--- config.mk ---
export PLATFORM = sky130hd
export DESIGN_NAME = touch_session_tracker
export DESIGN_NICKNAME = d
export VERILOG_FILES = /design/src/rtl/tst_pkg.sv /design/src/rtl/touch_session_tracker.sv /design/src/rtl/tst_cell.sv
export VERILOG_INCLUDE_DIRS = /design/src /design/src/rtl
export SDC_FILE = /design/constraint.sdc
export NUM_CORES = 1
export LEC_CHECK = 0
export BUFFER_PORTS_ARGS = -buffer_cell sky130_fd_sc_hd__buf_2
export CAP_MARGIN = 10
export CORE_UTILIZATION = 65
export CTS_CLUSTER_SIZE = 40
export DETAILED_ROUTE_END_ITERATION = 12
export PLACE_DENSITY = 0.84
export RECOVER_POWER = 25
export SLEW_MARGIN = 20
export SYNTH_ARGS = -nofsm -noshare
export SYNTH_HDL_FRONTEND = slang
export SYNTH_HIERARCHICAL = 1
export SYNTH_SLANG_ARGS = --single-unit
--- constraint.sdc ---
create_clock -name clock -period 15.5 [get_ports clock]
set_clock_uncertainty 0.1 [all_clocks]
set_input_delay 2.325 -clock clock [delete_from_list [all_inputs] [get_ports clock]]
set_output_delay 2.325 -clock clock [all_outputs]
set_load 0.02 [all_outputs]
--- src/rtl/touch_session_tracker_macros.svh ---
// assertion macros shared by the session tracker rtl
// expects a clock named clock and an active-high reset named reset in scope
`ifndef TOUCH_SESSION_TRACKER_MACROS_SVH
`define TOUCH_SESSION_TRACKER_MACROS_SVH

// same-cycle implication
`define TST_ASSERT_IMP(lbl, ante, cons) \
lbl: assert property (@(posedge clock) disable iff (reset) (ante) |-> (cons)) \
   else $error("session tracker assertion failed");

// next-cycle implication
`define TST_ASSERT_NXT(lbl, ante, cons) \
lbl: assert property (@(posedge clock) disable iff (reset) (ante) |=> (cons)) \
   else $error("session tracker assertion failed");

`endif

--- src/rtl/tst_pkg.sv ---
// shared types and constants of the session tracker
// no dependencies
package tst_pkg;

   localparam int SLOTS_DEFAULT = 16;
   localparam int ID_W          = 32;
   localparam int CSR_ADDR_W    = 3;
   localparam int CSR_DATA_W    = 32;

   localparam logic [1:0] CMD_SET   = 2'd0;
   localparam logic [1:0] CMD_ALIVE = 2'd1;
   localparam logic [1:0] CMD_END   = 2'd2;

   localparam logic [1:0] RES_NEW    = 2'd0;
   localparam logic [1:0] RES_MOVE   = 2'd1;
   localparam logic [1:0] RES_REMOVE = 2'd2;
   localparam logic [1:0] RES_FULL   = 2'd3;

   // register index, taken from paddr[2]
   localparam logic REG_ENABLE = 1'b0;

   typedef struct packed {
      logic            used;
      logic            seen;
      logic [ID_W-1:0] id;
   } entry_type;

   // one slot of both tables, indexed by kind
   typedef entry_type [1:0] slot_type;

endpackage

--- src/rtl/touch_session_tracker.sv ---
// Session tracker for cursor and object session ids.
// Input channel req_*: one transfer per message (set, alive id, end of alive list).
// Result channel rsp_*: new, move, remove and table-full events; rsp_last marks
// the final event of a message. Both channels use valid/stall.
// Both tables live in a ring of SLOTS cells that rotates one cell per cycle while
// a message is scanned or inserted, unless a removal waits on a stalled receiver;
// the controller looks at the head cell and writes the entry back at the tail, so
// each enabled set, alive or end message costs one full turn of the ring and then
// the finish state; a set that inserts then takes a second turn, which brings the
// lowest free slot to the head, and the finish state again. A set's event is sent
// from its last finish state; removals come out during the sweep and the finish
// state. A result waiting in the output register does not block taking the next
// message; a stalled receiver halts the ring only when another result must be sent.
// Reset clears all used and seen bits at once and sets enable; the block is
// ready as soon as reset is released. With enable low messages are taken and
// dropped. csr register 0 (byte address 0): bit 0 enable.
module touch_session_tracker #(
   parameter int SLOTS = tst_pkg::SLOTS_DEFAULT
) (
   input  logic                              clock,
   input  logic                              reset,
   input  logic                              req_valid,
   output logic                              req_stall,
   input  logic [1:0]                        req_cmd,
   input  logic                              req_kind,
   input  logic signed [tst_pkg::ID_W-1:0]   req_session_id,
   input  logic signed [tst_pkg::ID_W-1:0]   req_class_id,
   output logic                              rsp_valid,
   input  logic                              rsp_stall,
   output logic [1:0]                        rsp_event_res,
   output logic                              rsp_event_kind,
   output logic signed [tst_pkg::ID_W-1:0]   rsp_event_session,
   output logic signed [tst_pkg::ID_W-1:0]   rsp_event_class,
   output logic                              rsp_last,
   input  logic                              csr_psel,
   input  logic                              csr_penable,
   input  logic                              csr_pwrite,
   input  logic [tst_pkg::CSR_ADDR_W-1:0]    csr_paddr,
   input  logic [tst_pkg::CSR_DATA_W-1:0]    csr_pwdata,
   output logic [tst_pkg::CSR_DATA_W-1:0]    csr_prdata,
   output logic                              csr_pready
);

`include "touch_session_tracker_macros.svh"

   localparam int CW = (SLOTS > 1) ? $clog2(SLOTS) : 1;
   localparam logic [CW-1:0] LAST_SLOT = CW'(SLOTS - 1);

   typedef enum logic [1:0] {ST_IDLE, ST_SCAN, ST_FINISH, ST_INSERT} state_type;

   // configuration
   logic enable_ff;

   always_ff @(posedge clock) begin
      if (reset) begin
         enable_ff <= 1'b1;
      end else if (csr_psel && csr_penable && csr_pwrite && csr_pready &&
                   csr_paddr[2] == tst_pkg::REG_ENABLE) begin
         enable_ff <= csr_pwdata[0];
      end
   end

   assign csr_pready = 1'b1;
   assign csr_prdata = (csr_paddr[2] == tst_pkg::REG_ENABLE) ?
                       {{(tst_pkg::CSR_DATA_W-1){1'b0}}, enable_ff} : '0;

   // ring of cells
   tst_pkg::slot_type chain_q [SLOTS];
   tst_pkg::slot_type wb;
   logic              shift_en;

   for (genvar g = 0; g < SLOTS; g++) begin : g_cell
      if (g == SLOTS - 1) begin : g_tail
         tst_cell u_cell (
            .clock    (clock),
            .reset    (reset),
            .shift_en (shift_en),
            .slot_in  (wb),
            .slot_out (chain_q[g])
         );
      end else begin : g_mid
         tst_cell u_cell (
            .clock    (clock),
            .reset    (reset),
            .shift_en (shift_en),
            .slot_in  (chain_q[g+1]),
            .slot_out (chain_q[g])
         );
      end
   end

   // controller state
   state_type                  state_ff, state_in;
   logic [CW-1:0]              cnt_ff, cnt_in;
   logic [1:0]                 cmd_ff, cmd_in;
   logic                       kind_ff, kind_in;
   logic [tst_pkg::ID_W-1:0]   sess_ff, sess_in;
   logic [tst_pkg::ID_W-1:0]   cls_ff, cls_in;
   logic                       hit_ff, hit_in;
   logic                       free_found_ff, free_found_in;
   logic [CW-1:0]              free_idx_ff, free_idx_in;
   logic                       inserted_ff, inserted_in;
   logic                       pend_valid_ff, pend_valid_in;
   logic [tst_pkg::ID_W-1:0]   pend_id_ff, pend_id_in;
   logic                       rsp_valid_ff, rsp_valid_in;
   logic [1:0]                 rsp_res_ff, rsp_res_in;
   logic                       rsp_kind_ff, rsp_kind_in;
   logic [tst_pkg::ID_W-1:0]   rsp_sess_ff, rsp_sess_in;
   logic [tst_pkg::ID_W-1:0]   rsp_cls_ff, rsp_cls_in;
   logic                       rsp_last_ff, rsp_last_in;

   logic                       out_free;
   logic                       emit;
   logic [1:0]                 emit_res;
   logic [tst_pkg::ID_W-1:0]   emit_sess;
   logic [tst_pkg::ID_W-1:0]   emit_cls;
   logic                       emit_last;
   logic [tst_pkg::ID_W-1:0]   pass_cls;
   logic [CW-1:0]              cnt_next;

   assign out_free = !rsp_valid_ff || !rsp_stall;
   assign pass_cls = kind_ff ? cls_ff : '0;
   assign cnt_next = (cnt_ff == LAST_SLOT) ? '0 : cnt_ff + 1'b1;

   always_comb begin
      tst_pkg::entry_type he;
      logic               rm;

      he            = chain_q[0][kind_ff];
      rm            = he.used && !he.seen;
      wb            = chain_q[0];
      shift_en      = 1'b0;
      emit          = 1'b0;
      emit_res      = tst_pkg::RES_NEW;
      emit_sess     = sess_ff;
      emit_cls      = '0;
      emit_last     = 1'b1;
      state_in      = state_ff;
      cnt_in        = cnt_ff;
      cmd_in        = cmd_ff;
      kind_in       = kind_ff;
      sess_in       = sess_ff;
      cls_in        = cls_ff;
      hit_in        = hit_ff;
      free_found_in = free_found_ff;
      free_idx_in   = free_idx_ff;
      inserted_in   = inserted_ff;
      pend_valid_in = pend_valid_ff;
      pend_id_in    = pend_id_ff;

      case (state_ff)
         ST_IDLE: begin
            if (req_valid) begin
               cmd_in        = req_cmd;
               kind_in       = req_kind;
               sess_in       = $unsigned(req_session_id);
               cls_in        = $unsigned(req_class_id);
               cnt_in        = '0;
               hit_in        = 1'b0;
               free_found_in = 1'b0;
               inserted_in   = 1'b0;
               pend_valid_in = 1'b0;
               if (enable_ff && (req_cmd == tst_pkg::CMD_SET ||
                                 req_cmd == tst_pkg::CMD_ALIVE ||
                                 req_cmd == tst_pkg::CMD_END)) begin
                  state_in = ST_SCAN;
               end
            end
         end
         ST_SCAN: begin
            // a second removal must push out the held one before the ring moves
            if (!(cmd_ff == tst_pkg::CMD_END && rm && pend_valid_ff && !out_free)) begin
               shift_en = 1'b1;
               cnt_in   = cnt_next;
               if (cnt_ff == LAST_SLOT) begin
                  state_in = ST_FINISH;
               end
               case (cmd_ff)
                  tst_pkg::CMD_SET: begin
                     if (he.used && he.id == sess_ff) begin
                        hit_in = 1'b1;
                     end
                     if (!he.used && !free_found_ff) begin
                        free_found_in = 1'b1;
                        free_idx_in   = cnt_ff;
                     end
                  end
                  tst_pkg::CMD_ALIVE: begin
                     if (he.used && he.id == sess_ff) begin
                        wb[kind_ff].seen = 1'b1;
                     end
                  end
                  tst_pkg::CMD_END: begin
                     wb[kind_ff].seen = 1'b0;
                     if (rm) begin
                        wb[kind_ff].used = 1'b0;
                        if (pend_valid_ff) begin
                           emit      = 1'b1;
                           emit_res  = tst_pkg::RES_REMOVE;
                           emit_sess = pend_id_ff;
                           emit_last = 1'b0;
                        end
                        pend_valid_in = 1'b1;
                        pend_id_in    = he.id;
                     end
                  end
                  default: begin
                  end
               endcase
            end
         end
         ST_FINISH: begin
            case (cmd_ff)
               tst_pkg::CMD_SET: begin
                  if (hit_ff) begin
                     if (out_free) begin
                        emit     = 1'b1;
                        emit_res = tst_pkg::RES_MOVE;
                        emit_cls = pass_cls;
                        state_in = ST_IDLE;
                     end
                  end else if (free_found_ff && !inserted_ff) begin
                     state_in = ST_INSERT;
                     cnt_in   = '0;
                  end else if (out_free) begin
                     emit     = 1'b1;
                     emit_res = inserted_ff ? tst_pkg::RES_NEW : tst_pkg::RES_FULL;
                     emit_cls = inserted_ff ? pass_cls : '0;
                     state_in = ST_IDLE;
                  end
               end
               tst_pkg::CMD_END: begin
                  if (!pend_valid_ff) begin
                     state_in = ST_IDLE;
                  end else if (out_free) begin
                     emit          = 1'b1;
                     emit_res      = tst_pkg::RES_REMOVE;
                     emit_sess     = pend_id_ff;
                     emit_last     = 1'b1;
                     pend_valid_in = 1'b0;
                     state_in      = ST_IDLE;
                  end
               end
               default: begin
                  state_in = ST_IDLE;
               end
            endcase
         end
         ST_INSERT: begin
            shift_en = 1'b1;
            cnt_in   = cnt_next;
            if (cnt_ff == free_idx_ff) begin
               wb[kind_ff].used = 1'b1;
               wb[kind_ff].seen = 1'b0;
               wb[kind_ff].id   = sess_ff;
               inserted_in      = 1'b1;
            end
            if (cnt_ff == LAST_SLOT) begin
               state_in = ST_FINISH;
            end
         end
         default: begin
            state_in = ST_IDLE;
         end
      endcase

      // output register
      rsp_valid_in = rsp_valid_ff && rsp_stall;
      rsp_res_in   = rsp_res_ff;
      rsp_kind_in  = rsp_kind_ff;
      rsp_sess_in  = rsp_sess_ff;
      rsp_cls_in   = rsp_cls_ff;
      rsp_last_in  = rsp_last_ff;
      if (emit) begin
         rsp_valid_in = 1'b1;
         rsp_res_in   = emit_res;
         rsp_kind_in  = kind_ff;
         rsp_sess_in  = emit_sess;
         rsp_cls_in   = emit_cls;
         rsp_last_in  = emit_last;
      end
   end

   always_ff @(posedge clock) begin
      if (reset) begin
         state_ff      <= ST_IDLE;
         cnt_ff        <= '0;
         hit_ff        <= 1'b0;
         free_found_ff <= 1'b0;
         inserted_ff   <= 1'b0;
         pend_valid_ff <= 1'b0;
         rsp_valid_ff  <= 1'b0;
      end else begin
         state_ff      <= state_in;
         cnt_ff        <= cnt_in;
         hit_ff        <= hit_in;
         free_found_ff <= free_found_in;
         inserted_ff   <= inserted_in;
         pend_valid_ff <= pend_valid_in;
         rsp_valid_ff  <= rsp_valid_in;
      end
      cmd_ff      <= cmd_in;
      kind_ff     <= kind_in;
      sess_ff     <= sess_in;
      cls_ff      <= cls_in;
      free_idx_ff <= free_idx_in;
      pend_id_ff  <= pend_id_in;
      rsp_res_ff  <= rsp_res_in;
      rsp_kind_ff <= rsp_kind_in;
      rsp_sess_ff <= rsp_sess_in;
      rsp_cls_ff  <= rsp_cls_in;
      rsp_last_ff <= rsp_last_in;
   end

   assign req_stall         = (state_ff != ST_IDLE);
   assign rsp_valid         = rsp_valid_ff;
   assign rsp_event_res     = rsp_res_ff;
   assign rsp_event_kind    = rsp_kind_ff;
   assign rsp_event_session = $signed(rsp_sess_ff);
   assign rsp_event_class   = $signed(rsp_cls_ff);
   assign rsp_last          = rsp_last_ff;

   `TST_ASSERT_IMP(a_emit_room, emit, out_free)
   `TST_ASSERT_NXT(a_emit_shows, emit, rsp_valid_ff)
   `TST_ASSERT_IMP(a_insert_only_on_miss, state_ff == ST_INSERT, !hit_ff && free_found_ff)
   `TST_ASSERT_IMP(a_pend_only_sweep, pend_valid_ff, cmd_ff == tst_pkg::CMD_END)
   `TST_ASSERT_IMP(a_ring_idle_still, state_ff == ST_IDLE || state_ff == ST_FINISH, !shift_en)

endmodule

--- src/rtl/tst_cell.sv ---
// one slot cell of the rotating session table, holds the cursor and object entry
// depends on tst_pkg
module tst_cell (
   input  logic              clock,
   input  logic              reset,
   input  logic              shift_en,
   input  tst_pkg::slot_type slot_in,
   output tst_pkg::slot_type slot_out
);

   tst_pkg::slot_type slot_ff;

   always_ff @(posedge clock) begin
      if (reset) begin
         for (int k = 0; k < 2; k++) begin
            slot_ff[k].used <= 1'b0;
            slot_ff[k].seen <= 1'b0;
         end
      end else if (shift_en) begin
         slot_ff <= slot_in;
      end
   end

   assign slot_out = slot_ff;

endmodule

Word-level counts from Yosys, hierarchy flattened
Cells that the tools add are included.
Widths: inputs -> output; s select.
{"block": "classes", "add_sub_neg": 1, "n_lt_le_gt_ge": 2, "eq_ne": 23, "muxes": 97, "n_bitwise": 6, "reduce_logical": 42}
{"cell": "$mux 32", "n": 14}
{"cell": "$bwmux 68", "n": 6}
{"cell": "$mux 68", "n": 4}
{"cell": "$pmux 68 s2", "n": 2}
{"cell": "$demux 34 s1", "n": 3}
{"cell": "$mux 34", "n": 3}
{"cell": "$pmux 32 s2", "n": 1}
{"cell": "$mux 2", "n": 18}
{"cell": "$mux 33", "n": 1}
{"cell": "$eq 32x32->1", "n": 1}
{"cell": "$mux 1", "n": 27}
{"cell": "$mux 4", "n": 6}
{"cell": "$ne 2x2->1 const B", "n": 12}
{"cell": "$pmux 4 s4", "n": 1}
{"cell": "$reduce_and 5->1", "n": 3}
{"cell": "$logic_and 1x1->1", "n": 13}
{"cell": "$pmux 1 s2", "n": 6}
{"cell": "$pmux 2 s2", "n": 3}
{"cell": "$eq 2x2->1 const B", "n": 4}
{"cell": "$pmux 2 s4", "n": 1}
{"cell": "$reduce_and 4->1", "n": 2}
{"cell": "$logic_not 1->1", "n": 7}
{"cell": "$eq 2x1->1 const B", "n": 3}
{"cell": "$logic_not 2->1", "n": 3}
{"cell": "15 further kinds", "n": 27}
{"block": "word_totals", "ff_bits": 1271, "out_inout_bits": 103}

Logic depth before layout (Yosys ltp)
{"block": "logic_depth", "ltp_word": 10, "ltp_mapped": 10, "mapped_depth_nobuf": 9}

Hierarchy
The synthesis kept the hierarchy.
{"mod": "tst_cell", "n_inst": 16, "cells_per_inst": 78, "area_each_um2": 2074.5}
{"mod": "touch_session_tracker", "n_inst": 1, "cells_per_inst": 621, "area_each_um2": 8444.3}

Worst setup path before layout
OpenSTA, ideal clock, no wires.
{"block": "synth_timing", "kind": "input -> register", "from": "input rsp_stall", "to": "register g_cell[0].g_mid.u_cell.slot_ff (netlist bit g_cell[0].g_mid.u_cell/slot_out[0]), enable pin", "setup_time_ps": 495, "arrival_ps": 6221, "t_required_ps": 14905, "slack_ps": 8685, "stages": 5, "path_cell_list": "nand2_1 o31ai_1 nand2b_1 buf_6 nor2b_1"}
{"block": "synth_via", "elab_chain_len": 7}
{"item": "start: declaration", "line": "touch_session_tracker.sv:29", "rtl": "input logic rsp_stall,"}
{"item": "$logic_not 1->1", "line": "touch_session_tracker.sv:121", "rtl": "assign out_free = !rsp_valid_ff || !rsp_stall;"}
{"item": "$logic_or 1x1->1", "line": "touch_session_tracker.sv:121"}
{"item": "$logic_not 1->1", "line": "touch_session_tracker.sv:172", "rtl": "if (!(cmd_ff == tst_pkg::CMD_END && rm && pend_valid_ff && !out_free)) begin"}
{"item": "$logic_and 1x1->1", "line": "touch_session_tracker.sv:172"}
{"item": "$mux 1", "line": "touch_session_tracker.sv:172"}
{"item": "$pmux 1 s2", "line": "touch_session_tracker.sv:151", "rtl": "case (state_ff)"}
{"item": "net shift_en", "line": "touch_session_tracker.sv:70", "rtl": "logic shift_en;"}
{"item": "$reduce_and 2->1 (no source line)"}
{"item": "end signal: assignment", "line": "tst_cell.sv:20", "rtl": "slot_ff <= slot_in;"}
{"item": "end: declaration", "line": "tst_cell.sv:11", "rtl": "tst_pkg::slot_type slot_ff;"}
The timed path passes the listed nets, and every way through them passes these cells.
A chain may end at the register's enable or synchronous reset.

Final worst setup path
{"block": "layout_timing", "from": "input csr_paddr[2] in the netlist's numbering", "to": "output csr_prdata[0] in the netlist's numbering"}
{"block": "layout_via", "elab_chain_len": 1}
{"item": "start: declaration", "line": "touch_session_tracker.sv:38", "rtl": "input logic [tst_pkg::CSR_ADDR_W-1:0] csr_paddr,"}
{"item": "$mux 1", "line": "touch_session_tracker.sv:64", "rtl": "assign csr_prdata = (csr_paddr[2] == tst_pkg::REG_ENABLE) ?"}
{"item": "end: declaration", "line": "touch_session_tracker.sv:40", "rtl": "output logic [tst_pkg::CSR_DATA_W-1:0] csr_prdata,"}
No other way between the ends.

==> impl_metrics.env <==
export IMPL_coreArea_mm2=0.0632
export IMPL_hold_ws_ns=0.286
export IMPL_syn_to_final_growth_pct=12.4
export IMPL_syn_avg_cell_area_um2=22.3
export IMPL_dr_wl_met2_mm=46.5
export IMPL_root_buffer="clkbuf_16"
export IMPL_vias_per_cell=6.27
export IMPL_ios=212
export IMPL_fmax_ghz=0.195
export IMPL_dr_pass1_iters=9
export IMPL_synth_cells=1869
export IMPL_grt_pass1_wl_mm=132
export IMPL_run_status="finished, final reports clean"
export IMPL_syn_cell_area_mm2=0.0416
export IMPL_hold_path_class="register to register"
export IMPL_ir_worst_vdd_mv=0.0887
export IMPL_drc=0
export IMPL_cp_arrival_ns=2.69
export IMPL_clockBufferDepth=3
export IMPL_ctsResizeCount=0
export IMPL_power_density_mw_per_mm2=163
export IMPL_fin_area_mm2=0.0468
export IMPL_ys_flop_type="edfxtp_1"
export IMPL_topRoutingLayerUsed="met5"
export IMPL_wl_per_cell_um=30.2
export IMPL_n_antenna_cell=0
export IMPL_fp_row_count=92
export IMPL_utilization=0.740
export IMPL_layout_commonest_cell="edfxtp_1"
export IMPL_yosysWarnings=6
export IMPL_placed_cell_area_mm2=0.0433
export IMPL_finalPower_mw=7.62
export IMPL_wl_met3_mm=8.86
export IMPL_place_ws_ns=10.06
export IMPL_slew_headroom=0.212
export IMPL_crit_type="input pin to primary output"
export IMPL_hold_violations=0
export IMPL_maxCapViolations=0
export IMPL_place_congestion=0.855
export IMPL_dr_first_iter_drc_count=2521
export IMPL_synth_async_reset_ratio=0
export IMPL_dp_cells=2834
export IMPL_clk_pin_slew_ns=0.08
export IMPL_cp_start_kind="input pin"
export IMPL_grt_max_degree=94
export IMPL_postCtsSetupBuffers=0
export IMPL_synth_seq_cells=1271
export IMPL_tightest_slew_ns=1.18
export IMPL_vias=19100
export IMPL_wl_met1_mm=32.6
export IMPL_clock_sinks=1271
export IMPL_fin_crit_sh=0.330
export IMPL_die_area_mm2=0.0651
export IMPL_period_needed_ns=5.12
export IMPL_grt_usage=0.288
export IMPL_maxSlewViolCount=0
export IMPL_seq_area_frac_synth=0.898
export IMPL_stdcell_count=3041
export IMPL_wirelength_mm=92.0
export IMPL_setup_violations=0
export IMPL_p_leak_nw=16.0
export IMPL_cts_made_buffers=111
export IMPL_rsz0062_at_grt="no"
export IMPL_num_nets_final=2220
export IMPL_required_ns=13.07
export IMPL_crit_fanout=2
export IMPL_die_x_um=255
export IMPL_hpwl_mm=42.6
export IMPL_antenna_found_initial=6
export IMPL_holdBufCountCts=0
export IMPL_synth_edf_count=1195
export IMPL_ys_types=52
export IMPL_end_kind="primary output"
export IMPL_ant_nets=0
export IMPL_h_tree_depth=3
export IMPL_die_h_um=255
export IMPL_grt_pass1_vias=19600
export IMPL_drive_gt1_frac=0.165
export IMPL_clock_latency_ns=0.67
export IMPL_initial_core_util=0.659
export IMPL_final_setup_worst_slack_ns=10.38
export IMPL_cts_tree="built"
export IMPL_layout_common_cells="edfxtp_1 (1195), buf_2 (145), clkbuf_16 (114)"
export IMPL_setup_tns_ns=0
export IMPL_portBuffers=146
export IMPL_grt_overflow_total=0
## layer usage
metal / up-vias / track usage
met3: 277 / 0.0621
li1: 7695 / -
met4: 4 / 0.129
met5: - / 0
met1: 9689 / 0.370
met2: 1393 / 0.480
## flip-flops by register name (all words and copies together), names as in the netlist
| register | flops |
|---|---|
| rsp_valid | 1 |
| cnt_ff | 4 |
| rsp_last | 1 |
| rsp_event_class | 32 |
| g_cell.g_mid.u_cell/slot_out | 1020 |
| enable_ff | 1 |
| inserted_ff | 1 |
| rsp_event_kind | 1 |
| pend_valid_ff | 1 |
| pend_id_ff | 32 |
| rsp_event_res | 2 |
| kind_ff | 1 |
| rsp_event_session | 32 |
| cls_ff | 32 |
| cmd_ff | 2 |
| free_found_ff | 1 |
| sess_ff | 32 |
| free_idx_ff | 4 |
| hit_ff | 1 |
| state_ff | 2 |
| g_cell.g_tail.u_cell/slot_out | 68 |
## critical path, stage by stage
cell and delay, ns:
buf_2 0.11, nor2b_1 0.09, buf_2 0.17
## power breakdown
part,internal (mW),leakage (nW),switching [mW],total (mW)
Sequential,4.24,11.7,0.157,4.39
Clock,1.43,1.66,1.25,2.69
Combinational,0.128,2.63,0.409,0.536
## synth_stat cells, drive strengths merged (2+ instances only)
cell | number | area share
a21o | 3 | 0.00054
ha | 9 | 0.0027
nand2 | 23 | 0.0021
o22ai | 2 | 0.00030
o211ai | 3 | 0.00054
nand4b | 3 | 0.00063
nor2 | 86 | 0.0078
a21oi | 20 | 0.0024
edfxtp | 1195 | 0.86
nor2b | 18 | 0.0027
or2 | 2 | 0.00030
nand4 | 3 | 0.00045
mux2 | 19 | 0.0051
inv | 24 | 0.0022
o21ai | 10 | 0.0012
and3 | 2 | 0.00030
nand3 | 5 | 0.00060
dfxtp | 76 | 0.037
or3 | 2 | 0.00030
nor3 | 6 | 0.00084
nor4 | 7 | 0.0011
buf | 51 | 0.011
a22o | 98 | 0.021
clkbuf | 30 | 0.0027
a31oi | 2 | 0.00030
conb | 2 | 0.00018
xnor2 | 10 | 0.0021
and4 | 2 | 0.00042
and2 | 34 | 0.0051
nand2b | 6 | 0.00090
mux2i | 78 | 0.019
or4 | 2 | 0.00036
xor2 | 22 | 0.0046
## layout make-up
type	count	area [um^2]
sequential	1271	37400
fill	3032	16400
multi-input combinational	523	3860
clock buffer	154	3020
tap	846	1060
timing repair buffer	171	948
clock inverter	52	402
inverter	24	91.3
## cells by family after synthesis
| group | count (synthesis) | share of synthesized area |
|---|---|---|
| DFF | 1271 | 0.898 |
| and+or+nand+nor | 204 | 0.0244 |
| AOI/OAI and AO/OA | 149 | 0.0282 |
| other | 2 | 0.000180 |
| buffers and inverters | 105 | 0.0155 |
| muxes | 97 | 0.0240 |
| adders and majority gates | 9 | 0.00270 |
| xor gates and xnor gates | 32 | 0.00673 |
## final timing paths
kind	end	start	cells past startpoint	slack, ns
max reg2reg	g_cell[15].g_tail.u_cell/slot_out[66]	kind_ff	9	11.15
max	csr_prdata[0]	csr_paddr[2]	3	10.38
min reg2reg	g_cell[10].g_mid.u_cell/slot_out[4]	g_cell[11].g_mid.u_cell/slot_out[4]	0	0.29
min	g_cell[10].g_mid.u_cell/slot_out[4]	g_cell[11].g_mid.u_cell/slot_out[4]	0	0.29
Power figures use the tool's default switching activity.
